<file path="src/hdl/rwsn_pkg.sv">
`default_nettype none

package rwsn_pkg;

  localparam int WINDOW_DEPTH_DEF = 40;
  localparam int SAMPLE_W         = 8;
  localparam int OUT_COUNT_W      = 6;
  localparam int S_TDATA_W        = 8;
  localparam int M_TDATA_W        = 48;
  localparam int M_TUSER_W        = 3;

  localparam logic signed [SAMPLE_W-1:0] MAX_START = -8'sd120;
  localparam logic signed [SAMPLE_W-1:0] MIN_START = 8'sd0;

  localparam logic OP_ADD   = 1'b0;
  localparam logic OP_CLEAR = 1'b1;

  typedef enum logic [1:0] {
    DIV_ALL   = 2'd0,
    DIV_SIG   = 2'd1,
    DIV_NOISE = 2'd2
  } div_sel_t;

  typedef struct packed {
    logic     accept;
    logic     scan_issue;
    logic     div_start;
    div_sel_t div_sel;
    logic     div_store;
    logic     out_load;
  } cmd_t;

  typedef struct packed {
    logic fill_zero;
    logic scan_last;
    logic div_busy;
    logic div_done;
    logic out_free;
  } sts_t;

endpackage

`default_nettype wire

</file>
<file path="src/hdl/rwsn_ram.sv">
`default_nettype none

module rwsn_ram #(
  parameter int WIDTH = 8,
  parameter int DEPTH = 40
) (
  input  wire logic                     clk,
  input  wire logic                     we,
  input  wire logic [$clog2(DEPTH)-1:0] waddr,
  input  wire logic [WIDTH-1:0]         wdata,
  input  wire logic [$clog2(DEPTH)-1:0] raddr,
  output logic      [WIDTH-1:0]         rdata
);

  logic [WIDTH-1:0] mem [DEPTH];

  always_ff @(posedge clk) begin
    if (we) begin
      mem[waddr] <= wdata;
    end
    rdata <= mem[raddr];
  end

endmodule

`default_nettype wire

</file>
<file path="src/hdl/rwsn_div.sv">
`default_nettype none

module rwsn_div
  import rwsn_pkg::*;
#(
  parameter int SUM_W = 17,
  parameter int CNT_W = 6
) (
  input  wire logic                    clk,
  input  wire logic                    rst,
  input  wire logic                    start,
  input  wire logic signed [SUM_W-1:0] dividend,
  input  wire logic        [CNT_W-1:0] divisor,
  output logic                         busy,
  output logic                         done,
  output logic signed [SAMPLE_W-1:0]   quotient
);

  localparam int STEP_W = $clog2(SAMPLE_W);

  logic [SUM_W-1:0]    rem;
  logic [SUM_W-1:0]    dsh;
  logic [SAMPLE_W-1:0] q;
  logic                neg;
  logic [STEP_W-1:0]   step;
  logic                ge;

  assign ge = (rem >= dsh);

  always_ff @(posedge clk) begin
    if (rst) begin
      busy <= 1'b0;
      done <= 1'b0;
    end else begin
      done <= 1'b0;
      if (start) begin
        busy <= 1'b1;
      end else if (busy && step == '0) begin
        busy <= 1'b0;
        done <= 1'b1;
      end
    end
  end

  // Quotient is known to stay below 2**SAMPLE_W, so SAMPLE_W restoring steps suffice.
  always_ff @(posedge clk) begin
    if (start) begin
      neg  <= dividend[SUM_W-1];
      rem  <= dividend[SUM_W-1] ? SUM_W'(-dividend) : SUM_W'(dividend);
      dsh  <= SUM_W'(divisor) << (SAMPLE_W - 1);
      q    <= '0;
      step <= STEP_W'(SAMPLE_W - 1);
    end else if (busy) begin
      if (ge) begin
        rem <= rem - dsh;
      end
      q    <= {q[SAMPLE_W-2:0], ge};
      dsh  <= dsh >> 1;
      step <= step - 1'b1;
    end
  end

  assign quotient = neg ? $signed(-q) : $signed(q);

  ap_done_after_busy: assert property (@(posedge clk) disable iff (rst)
    done |-> $past(busy) && !busy)
    else $error("divider done without a finished run");
  ap_start_idle: assert property (@(posedge clk) disable iff (rst)
    start |-> !busy)
    else $error("divider restarted while busy");
  ap_busy_len: assert property (@(posedge clk) disable iff (rst)
    start |=> busy)
    else $error("divider did not start");

endmodule

`default_nettype wire

</file>
<file path="src/hdl/rwsn_datapath.sv">
`default_nettype none

module rwsn_datapath
  import rwsn_pkg::*;
#(
  parameter int WINDOW_DEPTH = WINDOW_DEPTH_DEF
) (
  input  wire logic                 clk,
  input  wire logic                 rst,
  input  wire cmd_t                 cmd,
  output sts_t                      sts,
  input  wire logic [S_TDATA_W-1:0] s_tdata,
  input  wire logic                 s_tuser,
  output logic                      m_tvalid,
  input  wire logic                 m_tready,
  output logic [M_TDATA_W-1:0]      m_tdata,
  output logic [M_TUSER_W-1:0]      m_tuser
);

  localparam int AW    = $clog2(WINDOW_DEPTH);
  localparam int CNT_W = $clog2(WINDOW_DEPTH + 1);
  localparam int SUM_W = SAMPLE_W + CNT_W + 1;

  logic        [AW-1:0]       wp;
  logic        [CNT_W-1:0]    fill;
  logic signed [SAMPLE_W-1:0] tmin;
  logic signed [SAMPLE_W-1:0] tmax;
  logic signed [SAMPLE_W-1:0] smp;
  logic                       wr_en;

  logic        [AW-1:0]       idx;
  logic                       rd_pending;
  logic        [SAMPLE_W-1:0] rd_data;
  logic signed [SAMPLE_W:0]   mm_sum;
  logic signed [SAMPLE_W:0]   mid;
  logic signed [SAMPLE_W:0]   rd_ext;
  logic signed [SUM_W-1:0]    sum_all;
  logic signed [SUM_W-1:0]    sum_sig;
  logic        [CNT_W-1:0]    cnt_sig;

  logic signed [SUM_W-1:0]    div_num;
  logic        [CNT_W-1:0]    div_den;
  logic signed [SAMPLE_W-1:0] div_q;
  logic                       div_busy;
  logic                       div_done;

  logic signed [SAMPLE_W-1:0] wmean;
  logic signed [SAMPLE_W-1:0] smean;
  logic signed [SAMPLE_W-1:0] nmean;
  logic                       wvalid;
  logic                       svalid;
  logic                       nvalid;

  assign smp   = $signed(s_tdata[SAMPLE_W-1:0]);
  assign wr_en = cmd.accept && (s_tuser == OP_ADD);

  // Window update on accepted transfer.
  always_ff @(posedge clk) begin
    if (rst) begin
      wp   <= '0;
      fill <= '0;
      tmin <= MIN_START;
      tmax <= MAX_START;
    end else if (cmd.accept) begin
      if (s_tuser == OP_CLEAR) begin
        wp   <= '0;
        fill <= '0;
        tmin <= MIN_START;
        tmax <= MAX_START;
      end else begin
        if (smp > tmax) begin
          tmax <= smp;
        end
        if (smp < tmin) begin
          tmin <= smp;
        end
        wp <= (wp == AW'(WINDOW_DEPTH - 1)) ? '0 : wp + 1'b1;
        if (fill < CNT_W'(WINDOW_DEPTH)) begin
          fill <= fill + 1'b1;
        end
      end
    end
  end

  rwsn_ram #(
    .WIDTH(SAMPLE_W),
    .DEPTH(WINDOW_DEPTH)
  ) u_ram (
    .clk  (clk),
    .we   (wr_en),
    .waddr(wp),
    .wdata(s_tdata[SAMPLE_W-1:0]),
    .raddr(idx),
    .rdata(rd_data)
  );

  // Midpoint truncated toward zero.
  assign mm_sum = (SAMPLE_W+1)'(tmin) + (SAMPLE_W+1)'(tmax);
  assign mid    = $signed(mm_sum + (SAMPLE_W+1)'(mm_sum[SAMPLE_W])) >>> 1;
  assign rd_ext = (SAMPLE_W+1)'($signed(rd_data));

  always_ff @(posedge clk) begin
    if (rst) begin
      rd_pending <= 1'b0;
    end else begin
      rd_pending <= cmd.scan_issue;
    end
  end

  always_ff @(posedge clk) begin
    if (cmd.accept) begin
      idx     <= '0;
      sum_all <= '0;
      sum_sig <= '0;
      cnt_sig <= '0;
    end else begin
      if (cmd.scan_issue) begin
        idx <= idx + 1'b1;
      end
      if (rd_pending) begin
        sum_all <= sum_all + SUM_W'(rd_ext);
        if (rd_ext > mid) begin
          sum_sig <= sum_sig + SUM_W'(rd_ext);
          cnt_sig <= cnt_sig + 1'b1;
        end
      end
    end
  end

  always_comb begin
    unique case (cmd.div_sel)
      DIV_SIG: begin
        div_num = sum_sig;
        div_den = cnt_sig;
      end
      DIV_NOISE: begin
        div_num = sum_all - sum_sig;
        div_den = fill - cnt_sig;
      end
      default: begin
        div_num = sum_all;
        div_den = fill;
      end
    endcase
  end

  rwsn_div #(
    .SUM_W(SUM_W),
    .CNT_W(CNT_W)
  ) u_div (
    .clk     (clk),
    .rst     (rst),
    .start   (cmd.div_start),
    .dividend(div_num),
    .divisor (div_den),
    .busy    (div_busy),
    .done    (div_done),
    .quotient(div_q)
  );

  // Empty set gives a zero mean with its flag cleared.
  always_ff @(posedge clk) begin
    if (cmd.div_store) begin
      unique case (cmd.div_sel)
        DIV_SIG: begin
          smean  <= (div_den == '0) ? '0 : div_q;
          svalid <= (div_den != '0);
        end
        DIV_NOISE: begin
          nmean  <= (div_den == '0) ? '0 : div_q;
          nvalid <= (div_den != '0);
        end
        default: begin
          wmean  <= (div_den == '0) ? '0 : div_q;
          wvalid <= (div_den != '0);
        end
      endcase
    end
  end

  always_ff @(posedge clk) begin
    if (rst) begin
      m_tvalid <= 1'b0;
    end else if (cmd.out_load) begin
      m_tvalid <= 1'b1;
    end else if (m_tready) begin
      m_tvalid <= 1'b0;
    end
  end

  always_ff @(posedge clk) begin
    if (cmd.out_load) begin
      m_tdata <= {2'b00, nmean, smean, wmean, tmax, tmin, OUT_COUNT_W'(fill)};
      m_tuser <= {nvalid, svalid, wvalid};
    end
  end

  assign sts.fill_zero = (fill == '0);
  assign sts.scan_last = (CNT_W'(idx) == fill - 1'b1);
  assign sts.div_busy  = div_busy;
  assign sts.div_done  = div_done;
  assign sts.out_free  = !m_tvalid || m_tready;

  ap_fill_bound: assert property (@(posedge clk) disable iff (rst)
    fill <= CNT_W'(WINDOW_DEPTH))
    else $error("fill count above window depth");
  ap_sig_bound: assert property (@(posedge clk) disable iff (rst)
    cmd.div_start |-> cnt_sig <= fill)
    else $error("signal count above fill count");
  ap_scan_in_range: assert property (@(posedge clk) disable iff (rst)
    cmd.scan_issue |-> CNT_W'(idx) < fill)
    else $error("scan read past filled entries");

endmodule

`default_nettype wire

</file>
<file path="src/hdl/rwsn_ctrl.sv">
`default_nettype none

module rwsn_ctrl
  import rwsn_pkg::*;
(
  input  wire logic clk,
  input  wire logic rst,
  input  wire logic s_tvalid,
  output logic      s_tready,
  input  wire sts_t sts,
  output cmd_t      cmd
);

  typedef enum logic [2:0] {
    S_IDLE,
    S_SCAN,
    S_DRAIN,
    S_DIV_GO,
    S_DIV_WAIT,
    S_FINISH
  } state_t;

  state_t   state;
  state_t   state_next;
  div_sel_t sel;
  div_sel_t sel_next;

  assign s_tready = (state == S_IDLE);

  always_comb begin
    cmd        = '0;
    cmd.div_sel = sel;
    state_next = state;
    sel_next   = sel;
    unique case (state)
      S_IDLE: begin
        if (s_tvalid) begin
          cmd.accept = 1'b1;
          sel_next   = DIV_ALL;
          state_next = S_SCAN;
        end
      end
      S_SCAN: begin
        if (sts.fill_zero) begin
          state_next = S_DIV_GO;
        end else begin
          cmd.scan_issue = 1'b1;
          if (sts.scan_last) begin
            state_next = S_DRAIN;
          end
        end
      end
      S_DRAIN: begin
        state_next = S_DIV_GO;
      end
      S_DIV_GO: begin
        cmd.div_start = 1'b1;
        state_next    = S_DIV_WAIT;
      end
      S_DIV_WAIT: begin
        if (sts.div_done) begin
          cmd.div_store = 1'b1;
          unique case (sel)
            DIV_ALL: begin
              sel_next   = DIV_SIG;
              state_next = S_DIV_GO;
            end
            DIV_SIG: begin
              sel_next   = DIV_NOISE;
              state_next = S_DIV_GO;
            end
            default: begin
              state_next = S_FINISH;
            end
          endcase
        end
      end
      S_FINISH: begin
        if (sts.out_free) begin
          cmd.out_load = 1'b1;
          state_next   = S_IDLE;
        end
      end
      default: begin
        state_next = S_IDLE;
      end
    endcase
  end

  always_ff @(posedge clk) begin
    if (rst) begin
      state <= S_IDLE;
      sel   <= DIV_ALL;
    end else begin
      state <= state_next;
      sel   <= sel_next;
    end
  end

  ap_div_start_idle: assert property (@(posedge clk) disable iff (rst)
    cmd.div_start |-> !sts.div_busy)
    else $error("division started while divider busy");
  ap_load_free: assert property (@(posedge clk) disable iff (rst)
    cmd.out_load |-> sts.out_free)
    else $error("result loaded over a pending transfer");
  ap_scan_nonempty: assert property (@(posedge clk) disable iff (rst)
    cmd.scan_issue |-> !sts.fill_zero)
    else $error("scan issued on empty window");
  ap_store_after_noise: assert property (@(posedge clk) disable iff (rst)
    cmd.out_load |-> $past(sel) == DIV_NOISE)
    else $error("result loaded before all means were stored");

endmodule

`default_nettype wire

</file>
<file path="src/hdl/rssi_window_signal_noise_stats_unit.sv">
// One item is worked at a time; the window scan reads one stored sample per cycle
// from the ring RAM, then one shared 8-step divider forms the three means.
// Reset (rst, synchronous): empty window, min 0, max -120, no result pending.
`default_nettype none

module rssi_window_signal_noise_stats_unit
  import rwsn_pkg::*;
#(
  parameter int WINDOW_DEPTH = WINDOW_DEPTH_DEF
) (
  input  wire logic                 clk,
  input  wire logic                 rst,
  input  wire logic                 s_tvalid,
  output logic                      s_tready,
  input  wire logic [S_TDATA_W-1:0] s_tdata,  // [7:0] sample
  input  wire logic                 s_tuser,  // [0] opcode
  output logic                      m_tvalid,
  input  wire logic                 m_tready,
  // [5:0] sample_count, [13:6] running_min, [21:14] running_max,
  // [29:22] window_mean, [37:30] signal_mean, [45:38] noise_mean, [47:46] zero
  output logic [M_TDATA_W-1:0]      m_tdata,
  // [0] mean_valid, [1] signal_valid, [2] noise_valid
  output logic [M_TUSER_W-1:0]      m_tuser
);

  cmd_t cmd;
  sts_t sts;

  rwsn_ctrl u_ctrl (
    .clk     (clk),
    .rst     (rst),
    .s_tvalid(s_tvalid),
    .s_tready(s_tready),
    .sts     (sts),
    .cmd     (cmd)
  );

  rwsn_datapath #(
    .WINDOW_DEPTH(WINDOW_DEPTH)
  ) u_datapath (
    .clk     (clk),
    .rst     (rst),
    .cmd     (cmd),
    .sts     (sts),
    .s_tdata (s_tdata),
    .s_tuser (s_tuser),
    .m_tvalid(m_tvalid),
    .m_tready(m_tready),
    .m_tdata (m_tdata),
    .m_tuser (m_tuser)
  );

endmodule

`default_nettype wire

</file>
<file path="config.mk">
export PLATFORM = sky130hd
export DESIGN_NAME = rssi_window_signal_noise_stats_unit
export DESIGN_NICKNAME = d
export VERILOG_FILES = /design/src/hdl/rwsn_pkg.sv /design/src/hdl/rwsn_ram.sv /design/src/hdl/rwsn_div.sv /design/src/hdl/rwsn_datapath.sv /design/src/hdl/rwsn_ctrl.sv /design/src/hdl/rssi_window_signal_noise_stats_unit.sv
export SDC_FILE = /design/constraint.sdc
export NUM_CORES = 1
export LEC_CHECK = 0
export BUFFER_PORTS_ARGS = -buffer_cell sky130_fd_sc_hd__buf_4
export CORE_AREA = 2 2 214 216
export CTS_BUF_LIST = sky130_fd_sc_hd__clkbuf_2 sky130_fd_sc_hd__clkbuf_4 sky130_fd_sc_hd__clkbuf_8
export CTS_CLUSTER_DIAMETER = 40
export DETAILED_ROUTE_END_ITERATION = 12
export DIE_AREA = 0 0 216 218
export PLACE_DENSITY_LB_ADDON = 0.25
export SETUP_SLACK_MARGIN = 0.2
export SYNTH_ARGS = -nofsm -noshare
export SYNTH_HDL_FRONTEND = slang
export SYNTH_SLANG_ARGS = --single-unit
</file>
<file path="constraint.sdc">
create_clock -name clk -period 5.57 [get_ports clk]
set_clock_uncertainty 0.05 [all_clocks]
set_input_delay 0.557 -clock clk [delete_from_list [all_inputs] [get_ports clk]]
set_output_delay 0.557 -clock clk [all_outputs]
set_load 0.1 [all_outputs]
</file>
==> results.toml <==
[worst_setup_path]
path_class = "flop to flop"
cp_max_fo = 24
r2r-start = "u_datapath.tmax[0]"
worst_setup_path_start_kind = "flop"
arrival_ns = 5.27
worstPathRequired_ns = 6.04
worstSetupEndpointType = "flop"
rrSetupSlack_ns = 0.77
cp-startpoint = "u_datapath.tmax[0]"

[sta]
fin_setup_tns_ns = 0
slew_violations = 0
fin_crit_ns = 4.803
slew_headroom = 0.2013
tightest_slew_ns = 1.188
max_freq_mhz = 208.2
finalCritPeriodShare = 0.8623
grt_setup_unrepaired = "no"
setup_viol = 0
finalHoldViolCount = 0

[drt]
routed-via-count = 14830
drc = 0
drt_iter0_markers = 967
wire_per_inst_um = 20.38
first_pass_iters = 5
wl_mm = 52.11
ant_nets = 0
routed_via_density = 5.798

[yosys]
avgSynthCellArea_um2 = 13.54
yosysSeqAreaShare = 0.6019
yosysUniqueCellTypes = 82
yosys_register_bits = 523
synthMuxAreaShare = 0.1057
yosysWarnings = 0
synth_edf_count = 418
synthSimpleGateAreaFrac = 0.09189
synth_area_mm2 = 0.02435
synth-compound-area-share = 0.08017
synth_top_flop_cell = "edfxtp_1"
synth_async_sr_flop_share = 0
netlist_instances = 1798
synth_top_family_by_area = "multiplexers"
synth_xor_xnor_area_share = 0.03346
synthAdderAreaFrac = 0.05838

[clocking]
h-tree-depth = 3
cts_hold_buf = 0
clock_path_buffers = 3
cts.clk_slew.worst_paths_ns = 0.06
numCtsBuffers = 89
clkLatencyLatePin_ns = 0.68
postCtsSetupBuffers = 0
cts_tree = "built"
post_cts_resized = 0
cts_num_sinks = 523
clockRootBuffer = "clkbuf_8"

[placed_design]
portBuffers = 63
place.gp.congestion = 0.8223
dp_hpwl_mm = 34.37

[floorplanning]
rows = 78
coreArea_mm2 = 0.04489
die_y_um = 218
io_pins = 66
die_area_mm2 = 0.04709
floorplan.initialDensity = 0.5423
fp.dieW_um = 216

[power_and_ir_drop]
vdd_drop_max_v = 0.0002689
power_density_mw_per_mm2 = 360.6
leakage_uw = 0.009696

[global_route]
grt_pass1_wl_mm = 81.86
grt-ovfl-total = 0
grt_max_degree = 55
grt.total_usage = 0.2243
grt_pass1_vias = 14900
antenna_found_initial = 0

[layout]
mostFrequentLayoutCell = "edfxtp_1"
num_antenna_cells = 0
final_layout_size_suffix_gt1_frac = 0.1809
final_nets = 2007
multiInputGateArea_mm2 = 0.009015
final_cell_mix = "edfxtp_1 (418), nor2_1 (177), ha_1 (104)"
regArea_mm2 = 0.01466
fill_cells = 3434
fin_util = 0.6074
area_delta_synth_final_pct = 12.00

[hold_path]
min_path_type = "input pin to flop"
worstHoldStart = "m_tready"

[status]
outcome = "finished, final reports clean"

[job]
cap_violations = 0
-- cells in the mapped netlist, types with 3 or more instances --
| master | count | area share |
|---|---|---|
| o22ai_1 | 3 | 0.00077 |
| a32oi_1 | 8 | 0.0029 |
| nand3b_1 | 8 | 0.0025 |
| and3_1 | 23 | 0.0059 |
| xnor2_1 | 49 | 0.018 |
| clkbuf_1 | 57 | 0.0088 |
| a21o_1 | 30 | 0.0093 |
| fa_1 | 6 | 0.0049 |
| mux4_2 | 96 | 0.089 |
| buf_2 | 5 | 0.0010 |
| a21oi_1 | 79 | 0.016 |
| a221o_1 | 3 | 0.0012 |
| mux2i_1 | 40 | 0.016 |
| inv_1 | 97 | 0.015 |
| a21boi_0 | 3 | 0.00093 |
| or3_1 | 11 | 0.0028 |
| ha_1 | 104 | 0.053 |
| nand2_1 | 89 | 0.014 |
| o21bai_1 | 8 | 0.0025 |
| a221oi_1 | 5 | 0.0018 |
| or2_2 | 8 | 0.0021 |
| nor3_1 | 33 | 0.0068 |
| and4_1 | 3 | 0.0011 |
| nand2b_1 | 17 | 0.0044 |
| nor3b_1 | 6 | 0.0019 |
| nand3_1 | 30 | 0.0062 |
| o21a_1 | 13 | 0.0040 |
| o21ai_0 | 38 | 0.0078 |
| o21ai_1 | 4 | 0.00082 |
| a211oi_1 | 19 | 0.0059 |
| a22oi_1 | 12 | 0.0037 |
| o31ai_1 | 10 | 0.0031 |
| edfxtp_1 | 418 | 0.52 |
| nor4_1 | 3 | 0.00077 |
| and2_1 | 9 | 0.0023 |
| nand4_1 | 15 | 0.0039 |
| dfxtp_1 | 105 | 0.086 |
| a21oi_2 | 3 | 0.0011 |
| buf_1 | 15 | 0.0023 |
| xor2_1 | 44 | 0.016 |
| nor2_1 | 177 | 0.027 |
| a31oi_1 | 19 | 0.0049 |
| nor2b_1 | 26 | 0.0067 |
-- final timing paths --
kind / to / cells past startpoint
min reg2reg: u_datapath.m_tdata[31] / 0
max: u_datapath.cnt_sig[4] / 23
min: u_datapath.m_tvalid / 3
max reg2reg: u_datapath.cnt_sig[4] / 23
-- stage by stage --
| stage | worst slack, ns | cell area [um^2] | hold WS, ns | power [uW] | instances |
|---|---|---|---|---|---|
| global placement | 0.9229 | 25360 | 0.3518 | 6230 | 2393 |
| CTS | 0.7701 | 27270 | 0.1851 | 9899 | 2557 |
| floorplan | 0.6513 | 24350 | 0.3503 | 5867 | 1799 |
| finish | 0.7672 | 27270 | 0.2395 | 9832 | 2557 |
| global route | 0.3489 | 27270 | 0.2279 | 10260 | 2557 |
| detailed placement | 0.8003 | 25360 | 0.3545 | 6279 | 2393 |
-- critical path, stage by stage (launching register included) --
cell	delay, ns
dfxtp_1	0.34
ha_1	0.23
fa_1	0.40
a21o_1	0.18
a21oi_1	0.24
o21bai_1	0.09
a21oi_1	0.22
nor2b_1	0.08
o22ai_1	0.20
and2_1	0.19
ha_1	0.23
nand2_1	0.09
nor2_1	0.14
xor2_1	0.08
ha_1	0.30
nand3_1	0.11
o21bai_1	0.17
a211oi_1	0.25
o21ai_1	0.09
buf_4	0.27
inv_1	0.33
nand4_1	0.16
xnor2_1	0.15
nor2_1	0.05
-- registers in the layout, summed over array words and instances, names as in the netlist, 2 cells and up --
signal and count:
u_datapath.u_ram.mem 320, u_datapath.m_tdata 46, u_datapath.sum_all 15, u_datapath.sum_sig 15, u_datapath.u_div.rem 15, u_datapath.u_div.dsh 13, u_datapath.nmean 8, u_datapath.smean 8
u_datapath.tmax 8, u_datapath.tmin 8, u_datapath.u_div.q 8, u_datapath.u_ram.rdata 8, u_datapath.wmean 8, u_datapath.cnt_sig 6, u_datapath.fill 6, u_datapath.idx 6
u_datapath.wp 6, u_ctrl.state 3, u_datapath.m_tuser 3, u_datapath.u_div.step 3, u_ctrl.sel 2
-- cell type report --
cell class / instances / area share
tap: 600 / 0.02753
clock buffer: 129 / 0.05685
multi-input combinational: 1098 / 0.3306
sequential: 523 / 0.5377
timing repair buffer: 74 / 0.02083
inverter: 98 / 0.01349
clock inverter: 35 / 0.01294
-- per-layer routing --
| layer | GRT usage | up-vias | wire length [um] |
|---|---|---|---|
| li1 | - | 6965 | - |
| met4 | 0.08174 | 0 | 1416 |
| met1 | 0.2882 | 7340 | 21940 |
| met5 | 0 | - | 0 |
| met2 | 0.3860 | 424 | 26340 |
| met3 | 0.03766 | 97 | 2410 |
-- cell families (layout without fill, tap and decap cells) --
group	count (synthesis)	count (layout)
xor+xnor	93	93
simple gates	468	468
compound gates	288	288
buf+inv	178	336
other cells	1	2
fa+ha+maj	110	110
mux	137	137
flops	523	523
-- power by group --
| part | internal [uW] | switching [uW] |
|---|---|---|
| clock network | 2080 | 1550 |
| registers | 4350 | 126 |
| logic | 755 | 976 |
No activity file was read; power rests on OpenSTA's default activity.
